$ cat src/hw/rtl/mcwn_pkg.sv
// Shared types and constants for the maze cell weight navigator.
// Used by the controller, the datapath and the top level; no dependencies.
`default_nettype none

package mcwn_pkg;

  localparam int COORD_W  = 6;   // holds any coordinate plus one step past the grid
  localparam int WEIGHT_W = 7;
  localparam int CFG_W    = 5;
  localparam int CFG_IDX_W = 2;
  localparam int IN_W     = 8;
  localparam int OUT_W    = 24;
  localparam int OUT_PAD  = 7;

  localparam logic [WEIGHT_W-1:0] DEAD_MARK   = 7'd99;
  localparam logic [WEIGHT_W-1:0] WEIGHT_STEP = 7'd3;
  localparam logic [WEIGHT_W-1:0] WEIGHT_CAP  = 7'd98;

  // Absolute directions.
  localparam logic [2:0] DIR_N = 3'd1;
  localparam logic [2:0] DIR_E = 3'd2;
  localparam logic [2:0] DIR_S = 3'd3;
  localparam logic [2:0] DIR_W = 3'd4;

  // Move kinds.
  localparam logic [1:0] MOVE_FWD   = 2'd0;
  localparam logic [1:0] MOVE_RIGHT = 2'd1;
  localparam logic [1:0] MOVE_LEFT  = 2'd2;
  localparam logic [1:0] MOVE_UTURN = 2'd3;

  // Configuration register indexes.
  localparam logic [CFG_IDX_W-1:0] REG_START_HEADING = 2'd0;
  localparam logic [CFG_IDX_W-1:0] REG_START_X       = 2'd1;
  localparam logic [CFG_IDX_W-1:0] REG_START_Y       = 2'd2;

  // Memory access slots of one item.
  localparam logic [1:0] SEL_FWD   = 2'd0;
  localparam logic [1:0] SEL_RIGHT = 2'd1;
  localparam logic [1:0] SEL_LEFT  = 2'd2;
  localparam logic [1:0] SEL_CUR   = 2'd3;

  typedef struct packed {
    logic       clr_wr;
    logic       load_in;
    logic       rd_en;
    logic [1:0] rd_sel;
    logic       cap_en;
    logic [1:0] cap_sel;
    logic       commit;
  } mcwn_cmd_t;

  typedef struct packed {
    logic clr_last;
    logic out_free;
  } mcwn_status_t;

endpackage

`default_nettype wire

$ cat src/hw/rtl/maze_cell_weight_navigator_core.sv
// Maze cell weight navigator, top level: joins the sequencer and the datapath.
// A result word is registered at commit, which waits until the last one is taken.
// A new input word is taken only once the last one is committed; each word needs
// four reads through the single weight memory read port, a capture and a commit.
// Reset: synchronous; afterwards a clearing pass over all GRID_SIDE*GRID_SIDE cells
// loads the distance weights, during which no input word is taken.
`default_nettype none

module maze_cell_weight_navigator_core #(
  parameter int GRID_SIDE = 16
) (
  input  wire                           clk,
  input  wire                           rst,
  input  wire                           cfg_we,
  input  wire [mcwn_pkg::CFG_IDX_W-1:0] cfg_index,
  input  wire [mcwn_pkg::CFG_W-1:0]     cfg_data,
  input  wire                           s_axis_tvalid,
  output logic                          s_axis_tready,
  // [0] forward_open, [1] right_open, [2] left_open, [7:3] zero
  input  wire [mcwn_pkg::IN_W-1:0]      s_axis_tdata,
  output logic                          m_axis_tvalid,
  input  wire                           m_axis_tready,
  // [4:0] next_x, [9:5] next_y, [12:10] new_heading, [14:13] move_kind,
  // [15] marked_dead, [16] off_grid, [23:17] zero
  output logic [mcwn_pkg::OUT_W-1:0]    m_axis_tdata
);
  import mcwn_pkg::*;

  mcwn_cmd_t    cmd;
  mcwn_status_t status;

  mcwn_ctrl u_ctrl (
    .clk           (clk),
    .rst           (rst),
    .s_axis_tvalid (s_axis_tvalid),
    .s_axis_tready (s_axis_tready),
    .cmd           (cmd),
    .status        (status)
  );

  mcwn_datapath #(
    .GRID_SIDE (GRID_SIDE)
  ) u_datapath (
    .clk           (clk),
    .rst           (rst),
    .cfg_we        (cfg_we),
    .cfg_index     (cfg_index),
    .cfg_data      (cfg_data),
    .in_data       (s_axis_tdata),
    .cmd           (cmd),
    .status        (status),
    .m_axis_tvalid (m_axis_tvalid),
    .m_axis_tready (m_axis_tready),
    .m_axis_tdata  (m_axis_tdata)
  );

endmodule

`default_nettype wire

$ cat src/hw/rtl/mcwn_ctrl.sv
// Sequencer of the navigator: clearing pass, neighbour reads, commit.
// Depends on mcwn_pkg for the command and status structs.
`default_nettype none

module mcwn_ctrl (
  input  wire                   clk,
  input  wire                   rst,
  input  wire                   s_axis_tvalid,
  output logic                  s_axis_tready,
  output mcwn_pkg::mcwn_cmd_t   cmd,
  input  mcwn_pkg::mcwn_status_t status
);
  import mcwn_pkg::*;

  localparam logic [2:0] ST_CLEAR  = 3'd0;
  localparam logic [2:0] ST_IDLE   = 3'd1;
  localparam logic [2:0] ST_RD0    = 3'd2;
  localparam logic [2:0] ST_RD1    = 3'd3;
  localparam logic [2:0] ST_RD2    = 3'd4;
  localparam logic [2:0] ST_RD3    = 3'd5;
  localparam logic [2:0] ST_CAP    = 3'd6;
  localparam logic [2:0] ST_COMMIT = 3'd7;

  logic [2:0] state;
  logic [2:0] state_next;

  always_ff @(posedge clk) begin
    if (rst) begin
      state <= ST_CLEAR;
    end else begin
      state <= state_next;
    end
  end

  // Each read slot after the first also captures the data of the slot before it,
  // since the memory output is registered.
  always_comb begin
    state_next    = state;
    cmd           = '0;
    s_axis_tready = 1'b0;
    case (state)
      ST_CLEAR: begin
        cmd.clr_wr = 1'b1;
        if (status.clr_last) state_next = ST_IDLE;
      end
      ST_IDLE: begin
        s_axis_tready = 1'b1;
        cmd.load_in   = s_axis_tvalid;
        if (s_axis_tvalid) state_next = ST_RD0;
      end
      ST_RD0: begin
        cmd.rd_en  = 1'b1;
        cmd.rd_sel = SEL_FWD;
        state_next = ST_RD1;
      end
      ST_RD1: begin
        cmd.rd_en   = 1'b1;
        cmd.rd_sel  = SEL_RIGHT;
        cmd.cap_en  = 1'b1;
        cmd.cap_sel = SEL_FWD;
        state_next  = ST_RD2;
      end
      ST_RD2: begin
        cmd.rd_en   = 1'b1;
        cmd.rd_sel  = SEL_LEFT;
        cmd.cap_en  = 1'b1;
        cmd.cap_sel = SEL_RIGHT;
        state_next  = ST_RD3;
      end
      ST_RD3: begin
        cmd.rd_en   = 1'b1;
        cmd.rd_sel  = SEL_CUR;
        cmd.cap_en  = 1'b1;
        cmd.cap_sel = SEL_LEFT;
        state_next  = ST_CAP;
      end
      ST_CAP: begin
        cmd.cap_en  = 1'b1;
        cmd.cap_sel = SEL_CUR;
        state_next  = ST_COMMIT;
      end
      ST_COMMIT: begin
        if (status.out_free) begin
          cmd.commit = 1'b1;
          state_next = ST_IDLE;
        end
      end
      default: begin
        state_next = ST_IDLE;
      end
    endcase
  end

endmodule

`default_nettype wire

$ cat src/hw/rtl/mcwn_datapath.sv
// Datapath of the navigator: weight memory, position and heading, move choice,
// output register. Depends on mcwn_pkg; driven by mcwn_ctrl commands.
`default_nettype none

module mcwn_datapath #(
  parameter int GRID_SIDE = 16
) (
  input  wire                              clk,
  input  wire                              rst,
  input  wire                              cfg_we,
  input  wire [mcwn_pkg::CFG_IDX_W-1:0]    cfg_index,
  input  wire [mcwn_pkg::CFG_W-1:0]        cfg_data,
  input  wire [mcwn_pkg::IN_W-1:0]         in_data,
  input  mcwn_pkg::mcwn_cmd_t              cmd,
  output mcwn_pkg::mcwn_status_t           status,
  output logic                             m_axis_tvalid,
  input  wire                              m_axis_tready,
  output logic [mcwn_pkg::OUT_W-1:0]       m_axis_tdata
);
  import mcwn_pkg::*;

  localparam int DEPTH = GRID_SIDE * GRID_SIDE;
  localparam int AW    = $clog2(DEPTH);
  localparam int IW    = $clog2(GRID_SIDE);
  localparam int HALF  = GRID_SIDE / 2;
  localparam logic [COORD_W-1:0] SIDE_C = COORD_W'(GRID_SIDE);
  localparam logic [IW-1:0]      LAST_I = IW'(GRID_SIDE - 1);

  function automatic logic [COORD_W-1:0] step_x(logic [2:0] d, logic [COORD_W-1:0] x);
    logic [COORD_W-1:0] r;
    if (d == DIR_E) r = x + COORD_W'(1);
    else if (d == DIR_N || d == DIR_S) r = x;
    else r = x - COORD_W'(1);
    return r;
  endfunction

  function automatic logic [COORD_W-1:0] step_y(logic [2:0] d, logic [COORD_W-1:0] y);
    logic [COORD_W-1:0] r;
    if (d == DIR_N) r = y - COORD_W'(1);
    else if (d == DIR_S) r = y + COORD_W'(1);
    else r = y;
    return r;
  endfunction

  // A step to column 0 fails the nonzero check; below that it wraps to a large value and fails the upper bound.
  function automatic logic in_grid(logic [COORD_W-1:0] x, logic [COORD_W-1:0] y);
    return (x != '0) && (x <= SIDE_C) && (y != '0) && (y <= SIDE_C);
  endfunction

  function automatic logic [AW-1:0] cell_addr(logic [COORD_W-1:0] x, logic [COORD_W-1:0] y);
    logic [COORD_W-1:0] xm;
    logic [COORD_W-1:0] ym;
    xm = x - COORD_W'(1);
    ym = y - COORD_W'(1);
    return AW'(int'(ym) * GRID_SIDE + int'(xm));
  endfunction

  function automatic logic [WEIGHT_W-1:0] axis_dist(logic [IW-1:0] i);
    logic [WEIGHT_W-1:0] r;
    if (int'(i) < HALF) r = WEIGHT_W'(HALF - 1 - int'(i));
    else r = WEIGHT_W'(int'(i) - HALF);
    return r;
  endfunction

  logic [WEIGHT_W-1:0] mem [DEPTH];
  logic [WEIGHT_W-1:0] rd_data;

  logic [COORD_W-1:0]  pos_x;
  logic [COORD_W-1:0]  pos_y;
  logic [2:0]          heading;
  logic                fill;
  logic                in_f;
  logic                in_r;
  logic                in_l;
  logic [WEIGHT_W-1:0] wt [3];
  logic [WEIGHT_W-1:0] cur_wt;
  logic [IW-1:0]       clr_x;
  logic [IW-1:0]       clr_y;

  logic [1:0]          hb;
  logic [2:0]          dir [3];
  logic [2:0]          dir_u;
  logic [COORD_W-1:0]  nx [3];
  logic [COORD_W-1:0]  ny [3];
  logic [2:0]          open_v;
  logic                none_open;
  logic                multi_open;
  logic [1:0]          kind;
  logic [2:0]          nh;
  logic                fill_new;
  logic                cur_ok;
  logic [WEIGHT_W:0]   raised;
  logic [WEIGHT_W-1:0] upd_wt;
  logic [COORD_W-1:0]  tx;
  logic [COORD_W-1:0]  ty;
  logic                tgt_ok;
  logic [COORD_W-1:0]  new_x;
  logic [COORD_W-1:0]  new_y;
  logic [AW-1:0]       rd_addr;
  logic                wr_en;
  logic [AW-1:0]       wr_addr;
  logic [WEIGHT_W-1:0] wr_data;

  // Relative directions from the heading; out-of-range headings fold into 1..4.
  always_comb begin
    hb     = heading[1:0] + 2'd3;
    dir[0] = {1'b0, hb} + 3'd1;
    dir[1] = {1'b0, 2'(hb + 2'd1)} + 3'd1;
    dir[2] = {1'b0, 2'(hb + 2'd3)} + 3'd1;
    dir_u  = {1'b0, 2'(hb + 2'd2)} + 3'd1;
    for (int i = 0; i < 3; i++) begin
      nx[i] = step_x(dir[i], pos_x);
      ny[i] = step_y(dir[i], pos_y);
    end
    open_v[0] = in_f && in_grid(nx[0], ny[0]) && (wt[0] != DEAD_MARK);
    open_v[1] = in_r && in_grid(nx[1], ny[1]) && (wt[1] != DEAD_MARK);
    open_v[2] = in_l && in_grid(nx[2], ny[2]) && (wt[2] != DEAD_MARK);
    none_open  = (open_v == 3'b000);
    multi_open = (open_v[0] && open_v[1]) || (open_v[0] && open_v[2]) ||
                 (open_v[1] && open_v[2]);

    // Ties go to forward, then right.
    if (none_open) begin
      kind = MOVE_UTURN;
    end else if (open_v[0] && (!open_v[1] || wt[0] <= wt[1]) &&
                 (!open_v[2] || wt[0] <= wt[2])) begin
      kind = MOVE_FWD;
    end else if (open_v[1] && (!open_v[2] || wt[1] <= wt[2])) begin
      kind = MOVE_RIGHT;
    end else begin
      kind = MOVE_LEFT;
    end

    case (kind)
      MOVE_FWD:   nh = dir[0];
      MOVE_RIGHT: nh = dir[1];
      MOVE_LEFT:  nh = dir[2];
      default:    nh = dir_u;
    endcase

    if (none_open) fill_new = 1'b1;
    else if (multi_open) fill_new = 1'b0;
    else fill_new = fill;

    cur_ok = in_grid(pos_x, pos_y);
    raised = {1'b0, cur_wt} + {1'b0, WEIGHT_STEP};
    if (fill_new) upd_wt = DEAD_MARK;
    else if (raised > {1'b0, WEIGHT_CAP}) upd_wt = WEIGHT_CAP;
    else upd_wt = raised[WEIGHT_W-1:0];

    tx     = step_x(nh, pos_x);
    ty     = step_y(nh, pos_y);
    tgt_ok = in_grid(tx, ty);
    new_x  = tgt_ok ? tx : pos_x;
    new_y  = tgt_ok ? ty : pos_y;
  end

  // Off-grid cells are never used, so their reads fall back to entry zero.
  always_comb begin
    case (cmd.rd_sel)
      SEL_FWD:   rd_addr = in_grid(nx[0], ny[0]) ? cell_addr(nx[0], ny[0]) : '0;
      SEL_RIGHT: rd_addr = in_grid(nx[1], ny[1]) ? cell_addr(nx[1], ny[1]) : '0;
      SEL_LEFT:  rd_addr = in_grid(nx[2], ny[2]) ? cell_addr(nx[2], ny[2]) : '0;
      default:   rd_addr = cur_ok ? cell_addr(pos_x, pos_y) : '0;
    endcase
  end

  always_comb begin
    if (cmd.clr_wr) begin
      wr_en   = 1'b1;
      wr_addr = AW'(int'(clr_y) * GRID_SIDE + int'(clr_x));
      wr_data = axis_dist(clr_y) + axis_dist(clr_x);
    end else begin
      wr_en   = cmd.commit && cur_ok;
      wr_addr = cell_addr(pos_x, pos_y);
      wr_data = upd_wt;
    end
  end

  always_ff @(posedge clk) begin
    if (wr_en) mem[wr_addr] <= wr_data;
  end

  always_ff @(posedge clk) begin
    if (cmd.rd_en) rd_data <= mem[rd_addr];
  end

  always_ff @(posedge clk) begin
    if (cmd.load_in) begin
      in_f <= in_data[0];
      in_r <= in_data[1];
      in_l <= in_data[2];
    end
    if (cmd.cap_en) begin
      case (cmd.cap_sel)
        SEL_FWD:   wt[0]  <= rd_data;
        SEL_RIGHT: wt[1]  <= rd_data;
        SEL_LEFT:  wt[2]  <= rd_data;
        default:   cur_wt <= rd_data;
      endcase
    end
  end

  // Clearing pass after reset walks the grid row by row.
  always_ff @(posedge clk) begin
    if (rst) begin
      clr_x <= '0;
      clr_y <= '0;
    end else if (cmd.clr_wr) begin
      if (clr_x == LAST_I) begin
        clr_x <= '0;
        clr_y <= (clr_y == LAST_I) ? '0 : clr_y + IW'(1);
      end else begin
        clr_x <= clr_x + IW'(1);
      end
    end
  end

  always_ff @(posedge clk) begin
    if (rst) begin
      pos_x   <= COORD_W'(1);
      pos_y   <= COORD_W'(16);
      heading <= DIR_N;
      fill    <= 1'b0;
    end else begin
      if (cmd.commit) begin
        pos_x   <= new_x;
        pos_y   <= new_y;
        heading <= nh;
        fill    <= fill_new;
      end
      if (cfg_we) begin
        case (cfg_index)
          REG_START_HEADING: heading <= cfg_data[2:0];
          REG_START_X:       pos_x   <= {1'b0, cfg_data};
          REG_START_Y:       pos_y   <= {1'b0, cfg_data};
          default:           ;
        endcase
      end
    end
  end

  always_ff @(posedge clk) begin
    if (rst) begin
      m_axis_tvalid <= 1'b0;
    end else if (cmd.commit) begin
      m_axis_tvalid <= 1'b1;
    end else if (m_axis_tready) begin
      m_axis_tvalid <= 1'b0;
    end
  end

  always_ff @(posedge clk) begin
    if (cmd.commit) begin
      m_axis_tdata <= {{OUT_PAD{1'b0}}, !tgt_ok, fill_new, kind, nh,
                       new_y[4:0], new_x[4:0]};
    end
  end

  assign status.clr_last = (clr_x == LAST_I) && (clr_y == LAST_I);
  assign status.out_free = !m_axis_tvalid || m_axis_tready;

endmodule

`default_nettype wire

$ cat config.mk
export PLATFORM = sky130hd
export DESIGN_NAME = maze_cell_weight_navigator_core
export DESIGN_NICKNAME = d
export VERILOG_FILES = /design/src/hw/rtl/mcwn_pkg.sv /design/src/hw/rtl/maze_cell_weight_navigator_core.sv /design/src/hw/rtl/mcwn_ctrl.sv /design/src/hw/rtl/mcwn_datapath.sv
export SDC_FILE = /design/constraint.sdc
export NUM_CORES = 2
export LEC_CHECK = 0
export CAP_MARGIN = 20
export CORE_MARGIN = 2
export CORE_UTILIZATION = 50
export CTS_CLUSTER_DIAMETER = 60
export DETAILED_ROUTE_END_ITERATION = 10
export DONT_BUFFER_PORTS = 1
export PLACE_DENSITY_LB_ADDON = 0.3
export SYNTH_ARGS = -nofsm -noshare
export SYNTH_HDL_FRONTEND = slang
export SYNTH_SLANG_ARGS = --single-unit
export TNS_END_PERCENT = 30
$ cat constraint.sdc
create_clock -name clk -period 18.06 [get_ports clk]
set_input_delay 1.806 -clock clk [delete_from_list [all_inputs] [get_ports clk]]
set_output_delay 1.806 -clock clk [all_outputs]
set_load 0.02 [all_outputs]
[Word level (Yosys, flattened, before mapping)]
Memory sizes are Yosys's and may differ from the RTL's. A register that Yosys moved wholly into a read port is not among the register bits.
Cells that the tools add are included.
Word-level totals
  logic and storage cells: 243
  input bits: 20
  register bits: 55
  memories kept: 2
  output and inout port bits: 26
  RAM bits: 1813
Memory list
  u_datapath.mem: depth 256, width 7, rd ports 1, clocked after Yosys merged registers in 1, wr ports 1, line mcwn_datapath.sv:65  | logic [WEIGHT_W-1:0] mem [DEPTH];
  u_datapath.wt: depth 3, width 7, rd ports 3, clocked after Yosys merged registers in 0, wr ports 1, line mcwn_datapath.sv:75  | logic [WEIGHT_W-1:0] wt [3];
Cells by class
  multiplexer cells: 79
  equality and inequality tests: 35
  reductions and logical operators: 66
  add/sub/neg operators: 31
  bitwise gates (word level): 1
  order comparisons: 16
Operators by type and width (count)
  2-to-1 mux 6 bit: 24
  2-to-1 mux 7 bit: 9
  <= comparator 6 x 5 -> 1 bit, second input constant: 10
  nonzero test 6 bit: 10
  2-to-1 mux 8 bit: 5
  adder 8 x 6 -> 8 bit: 4
  equality test 3 x 2 -> 1 bit, second input constant: 10
  subtractor 6 x 1 -> 6 bit, second input constant: 5
  logical AND 1 bit: 29
  case mux 3 bit (4 select lines): 2
  case mux 3 bit (8 select lines): 1
  case mux 8 bit (3 select lines): 1
  2-to-1 mux 1 bit: 23
  <= comparator 7 bit: 3
  != test 7 bit, second input constant: 3
  2-to-1 mux 3 bit: 6
  equality test 3 x 1 -> 1 bit, second input constant: 5
  OR reduction 7 bit: 2
  adder 2 x 1 -> 3 bit, second input constant: 4
  adder 6 x 1 -> 6 bit, second input constant: 2
  equality test 3 bit, second input constant: 4
  subtractor 4 x 1 -> 4 bit, second input constant: 3
  logical OR 1 bit: 10
  2-to-1 mux 2 bit: 5
  24 further kinds: 48

[Logic depth before layout (Yosys ltp)]
  word-level depth: 33
  gate-level depth with buffers: 31
  mapped depth without buffers: 25

[Cells and area by module]
A second synthesis with hierarchy kept.
Second synthesis, totals
  cells, all modules: 6465
  area total of the unflattened synthesis: 79224.7 um^2
Modules (own cells, without submodules)
  mcwn_datapath: sequential area each 55943.7 um^2, instances 1, area each 78965.7 um^2, cells an instance 6430
  mcwn_ctrl: sequential area each 60.1 um^2, instances 1, area each 259.0 um^2, cells an instance 35

[Worst setup path after synthesis]
OpenSTA, ideal clock, no wires.
  path kind: reg2reg
  start: register u_datapath.heading[0]
  end: memory u_datapath.mem[0][3], data pin
  buffers on the path: 4
  setup time: 1.586 ns
  period minus slack after synthesis: 12.580 ns
  cell stages (with the launch flop): 20
  slack: 5.480 ns
  arrival time: 10.994 ns
  data required time: 16.474 ns
  cells stage by stage: dfxtp_1 clkbuf_1 clkinv_1 ha_1 buf_2 buf_2 buf_2 o311a_1 ha_1 and4b_1 o22ai_2 xnor2_2 inv_2 or4_4 o21ai_0 nand2_1 a21oi_1 inv_1 or2_2 o22ai_1
On the way
  cells in the longest elaborated chain, start to end: 20
  elaborated cells on any way between the ends: 67
  those cells by class: 6 x add/sub; 6 x order compare; 9 x eq/ne; 16 x mux; 30 x reduce/logical
RTL lines
  start, declared: line mcwn_datapath.sv:70  | logic [2:0] heading;
  start signal, assigned: line mcwn_datapath.sv:229  | heading <= nh;
  start signal, assigned: line mcwn_datapath.sv:234  | REG_START_HEADING: heading <= cfg_data[2:0];
  adder 2 bit (*): line mcwn_datapath.sv:106  | hb = heading[1:0] + 2'd3;
  adder 2 x 1 -> 2 bit / adder 2 bit (equally long branches): line mcwn_datapath.sv:108, mcwn_datapath.sv:109
  adder 2 x 1 -> 3 bit, on equally long branches: line mcwn_datapath.sv:108, mcwn_datapath.sv:109
  equality test 3 x 1 -> 1 bit / equality test 3 x 2 -> 1 bit (equally long branches): line mcwn_datapath.sv:32, mcwn_datapath.sv:39, mcwn_datapath.sv:40
  logical OR 1 bit: line mcwn_datapath.sv:32  | else if (d == DIR_N || d == DIR_S) r = x;
  2-to-1 mux 6 bit: line mcwn_datapath.sv:32
  2-to-1 mux 6 bit: line mcwn_datapath.sv:31  | if (d == DIR_E) r = x + COORD_W'(1);
  <= comparator 6 x 5 -> 1 bit / nonzero test 6 bit (equally long branches): line mcwn_datapath.sv:47  | return (x != '0) && (x <= SIDE_C) && (y != '0) && (y <= SIDE_C);
  (+5 left out)
  logical AND 1 bit: line mcwn_datapath.sv:119  | multi_open = (open_v[0] && open_v[1]) || (open_v[0] && open_v[2]) ||
  logical OR 1 bit (2 in series): line mcwn_datapath.sv:119
  2-to-1 mux 1 bit: line mcwn_datapath.sv:142  | else if (multi_open) fill_new = 1'b0;
  2-to-1 mux 1 bit (*): line mcwn_datapath.sv:141  | if (none_open) fill_new = 1'b1;
  net u_datapath.fill_new: line mcwn_datapath.sv:90  | logic fill_new;
  2-to-1 mux 7 bit (*): line mcwn_datapath.sv:147  | if (fill_new) upd_wt = DEAD_MARK;
  2-to-1 mux 7 bit (*): line mcwn_datapath.sv:169  | if (cmd.clr_wr) begin
  net u_datapath.wr_data[3]: line mcwn_datapath.sv:102  | logic [WEIGHT_W-1:0] wr_data;
  end, declared: line mcwn_datapath.sv:65
Mark *: on every way through the listed nets, which the timed path passes. The rest lies on a longest branch.

[Worst setup path in the final report]
  start: register u_datapath.heading[0]
  end: register u_datapath.rd_data[1], read port of u_datapath.mem, data pin
On the way
  cells in the longest elaborated chain, start to end: 13
  elaborated cells on any way between the ends: 64
  those cells by class: 15 x add/sub; 6 x order compare; 9 x eq/ne; 16 x mux; 18 x reduce/logical
RTL lines
  adder 2 bit (*): line mcwn_datapath.sv:106
  parallel branches: the longest is 11 deep, another holds adder 8 x 6 -> 8 bit
  case mux 8 bit (3 select lines) (*): line mcwn_datapath.sv:160  | case (cmd.rd_sel)
  end, declared: line mcwn_datapath.sv:66  | logic [WEIGHT_W-1:0] rd_data;
Mark *: on every way between the ends.
A chain may end at the register's enable or synchronous reset.

==> results.md <==
- The total power draw is 9892 µW.
- The path class of the lowest-slack min-delay path is reg -> reg.
- For the pin with the worst max-slew slack, the measured transition is ~1.4 ns.
- The max-slew violation count is 0.
- The first detailed-routing pass took 6 iterations.
- The number of antenna violations at the first check in global routing came to 3.
- The max-slew headroom at the worst pin is around 6.0%.
- Global routing used between 20 and 25% of the available tracks.
- Synthesis inferred between 1500 and 2000 register bits.
- The worst setup path is captured at a flop.
- Setup repair after global routing left no endpoint under its margin.
- Summed over all layers, the global routing overflow is 0.
- The final critical path time including I/O delays and setup is a little over 10 ns.
- The final route contains around 53000 vias.
- The floorplan step set the die width to 403.3 µm.
- The post-synthesis instance total is between 6000 and 7000.
- The total area inside the core boundary comes to around 160000 µm².
- Entering global routing, the biggest net connects around 190 pins.
- In the final design database the tool counted 6469 nets.
- The maximum clock insertion buffer count is 3.
- Fill cells in the final layout number roughly 13000.
- After detailed routing, the average wire length per cell comes to around 24 µm.
- The count of warnings emitted by yosys is 0.
- The clock latency of the later-clocked register in the worst-skew pair is 0.83 ns.
- The required time of the critical path is between 15 and 20 ns.
- The root buffer selected by CTS is clkbuf_16.
- The critical setup path kind is reg -> reg.
- The async set-or-reset flop fraction in the synthesized netlist is 0%.
- Yosys mapped a number of flops with a built-in enable equal to about 1800.
- The floorplan step set the die height to just over 400 µm.
- In the layout the commonest cells are edfxtp_1 (1847), nand2_1 (1780), nor2_1 (348), nand3_1 (338), and3_1 (270).
- The worst vdd rail ir drop is ~0.075 mV.
- The power density over the cells is roughly 110 nW/µm².
- The maximum fanout encountered on the critical timing path is roughly 190.
- The number of vias per cell is roughly 6.1.
- After clock tree synthesis, the clock-pin slew on the worst setup and hold paths is 0.06 ns.
- The starting density of the core is about half.
- The clock sink count is between 1500 and 2000.
- The hold buffer count at cts is 0.
- The synthesized area divided by synthesized cell count is between 10 and 15 µm².
- The fraction of the cycle the final worst path needs is between 50% and 60%.
- The DRC violations left is 0.
- The hold violation count in the final report is 0.
- Routability-driven placement finished with a final weighted congestion of around 0.9.
- The final count of negative-setup-slack endpoints is 0.
- The most instantiated flip-flop cell in the synthesis netlist is edfxtp_1.
- The floorplan row count is 146.
- The worst endpoint data arrival time is roughly 11 ns.
- The worst setup path is launched from a flop.
- Gates resized during post-CTS repair numbered 0.
- The register area share after synthesis is 70.24%.
- The flow ran to the end, and the final reports show no timing, DRC or antenna violations.
- Post-CTS timing repair inserted 0 buffers for setup.
- The die footprint is around 160000 µm².
- The leading cell type in the layout, fill and taps excluded is edfxtp_1.
- The number of ports placed on the die boundary is 46.
- The mapped netlist covers 79730 µm².
- Max-cap violations in this run came to 0.
- The maximum level of the CTS H-tree is 4.
- The post-route antenna net violation count is 0.
- After routing, the total negative slack on setup checks comes to 0 ns.
- The number of global-route vias before repair is a little under 50000.
- 0 antenna diodes ended up in the layout.
- The detailed router finished its first iteration with between 6000 and 7000 violations.
- Summed over all cells, the static leakage comes to a little over 0.03 µW.
- The HPWL reported at the end of detailed placement is roughly 120000 µm.
- Timing would allow up to about 97 MHz.
- The worst-case clock skew is between 0.02 and 0.025 ns.
- Of the cells placed in the final design, the portion with a size suffix greater than 1 is a little over 6%.
- The area growth from synthesis to layout is 9.447%.
- The clock tree from TritonCTS is done.
- The total of buffers placed on input and output ports is 0.
- The clock buffer count from CTS is about 190.
- For this block, the routed nets add up to about 210000 µm of wire.
- The first global-routing pass estimated slightly above 300000 µm of wire.
- Yosys mapped the design onto 100 distinct sky130hd cell types.
[cell families (layout without fill, tap and decap cells)]
family                   Yosys count  count (layout)  share of synthesized area [%]
adder cells (fa/ha/maj)           62              62                          1.020
AO/OA/AOI/OAI                    910             910                          7.628
XOR/XNOR                          77              77                         0.8929
buffers and inverters            515             506                          2.599
other                              1               7                       0.004703
multiplexers                      67              67                         0.8474
AND/OR/NAND/NOR                 3043            3043                          16.77
flip-flops                      1874            1874                          70.24
[layer usage]
metal	track usage, %	vias to the layer above	wire, µm
met2	39.54	2402	96820
met4	9.935	0	8439
li1	-	23680	-
met3	4.000	424	17820
met5	0	-	0
met1	34.34	26000	83100
[power by group]
part	switching, µW	leakage, µW	internal, µW
combinational	1010	0.0100	357
clock	1620	0.00283	2080
sequential	10.8	0.0175	4810
total	2640	0.0303	7250
[cell usage after synthesis, drive strengths merged (14+ instances only)]
cell type,instances,area share (%)
edfxtp,1847,70
nand2,1786,8.4
nor2,352,1.7
nand3,338,2.1
clkbuf,323,1.5
a21oi,270,1.7
and3,270,2.1
o21ai,137,0.86
buf,121,0.74
a311oi,114,1.3
nor3,107,0.72
a211oi,93,0.89
a31oi,76,0.62
inv,70,0.33
mux2i,66,0.83
ha,57,0.89
nand4,56,0.44
xnor2,46,0.55
o22ai,34,0.27
o221ai,32,0.35
xor2,31,0.34
dfxtp,27,0.68
nor2b,20,0.16
a22oi,19,0.18
o211ai,18,0.17
or4,18,0.18
nor4,16,0.16
o311ai,15,0.16
a41o,14,0.18
[per-stage QoR]
step	area (µm²)	setup slack [ns]	instances	hold slack [ns]	util [%]
after floorplan	79750	5.480	6555	0.4587	-
after global placement	81440	8.218	8269	0.4857	51.42
after detailed placement	81440	8.046	8269	0.4907	51.42
after CTS	87230	8.020	8616	0.4984	55.07
after global routing	87260	7.268	8618	0.5374	55.10
final	87260	7.788	8618	0.4949	55.10
[final cells by class]
class | instances | area, µm² | share of cell area [%]
Multi-Input combinational cell | 4166 | 21840 | 25.03
Inverter | 71 | 269.0 | 0.3083
Sequential cell | 1874 | 56000 | 64.18
Clock buffer | 237 | 4972 | 5.698
Timing Repair Buffer | 88 | 768.2 | 0.8804
Tap cell | 2072 | 2592 | 2.971
Clock inverter | 110 | 818.3 | 0.9377
[worst max-delay path, cell delays in order (launching register included)]
cell      delay [ns]
dfxtp_1         0.67
clkinv_1        0.48
ha_1            0.67
nor2_1          0.52
o311a_1         0.25
ha_1            0.18
inv_1           0.06
nor4_1          0.27
o22ai_1         0.16
xnor2_2         0.23
inv_2           0.13
nor4_1          0.06
buf_4           0.18
a222oi_1        0.28
buf_4           0.44
and2_4          0.76
buf_4           0.75
buf_12          0.63
buf_4           0.78
nand2_1         0.11
and3_1          0.21
a311oi_1        0.34
a211oi_1        0.11
or4_1           0.70
a211oi_1        0.25
nor4_1          0.09
nand4_1         0.29
[path summary, 6_finish.rpt]
check	from	endpoint	slack (ns)	cells after the start
worst max register to register	u_datapath.heading[0]	u_datapath.rd_data[1]	7.79	26
worst min register to register	u_datapath.fill	u_datapath.fill	0.49	2
worst max-delay path	u_datapath.heading[0]	u_datapath.rd_data[1]	7.79	26
worst min-delay path	u_datapath.fill	u_datapath.fill	0.49	2
[flip-flops by register name, summed over array words and instances (netlist names), 4 cells and up]
signal / flops
u_datapath.clr_x: 4
u_datapath.clr_y: 4
u_datapath.cur_wt: 7
u_datapath.m_axis_tdata: 17
u_datapath.mem: 1792
u_datapath.pos_x: 6
u_datapath.pos_y: 6
u_datapath.rd_data: 7
u_datapath.wt: 21
No activity file was read; power rests on OpenSTA's default activity.
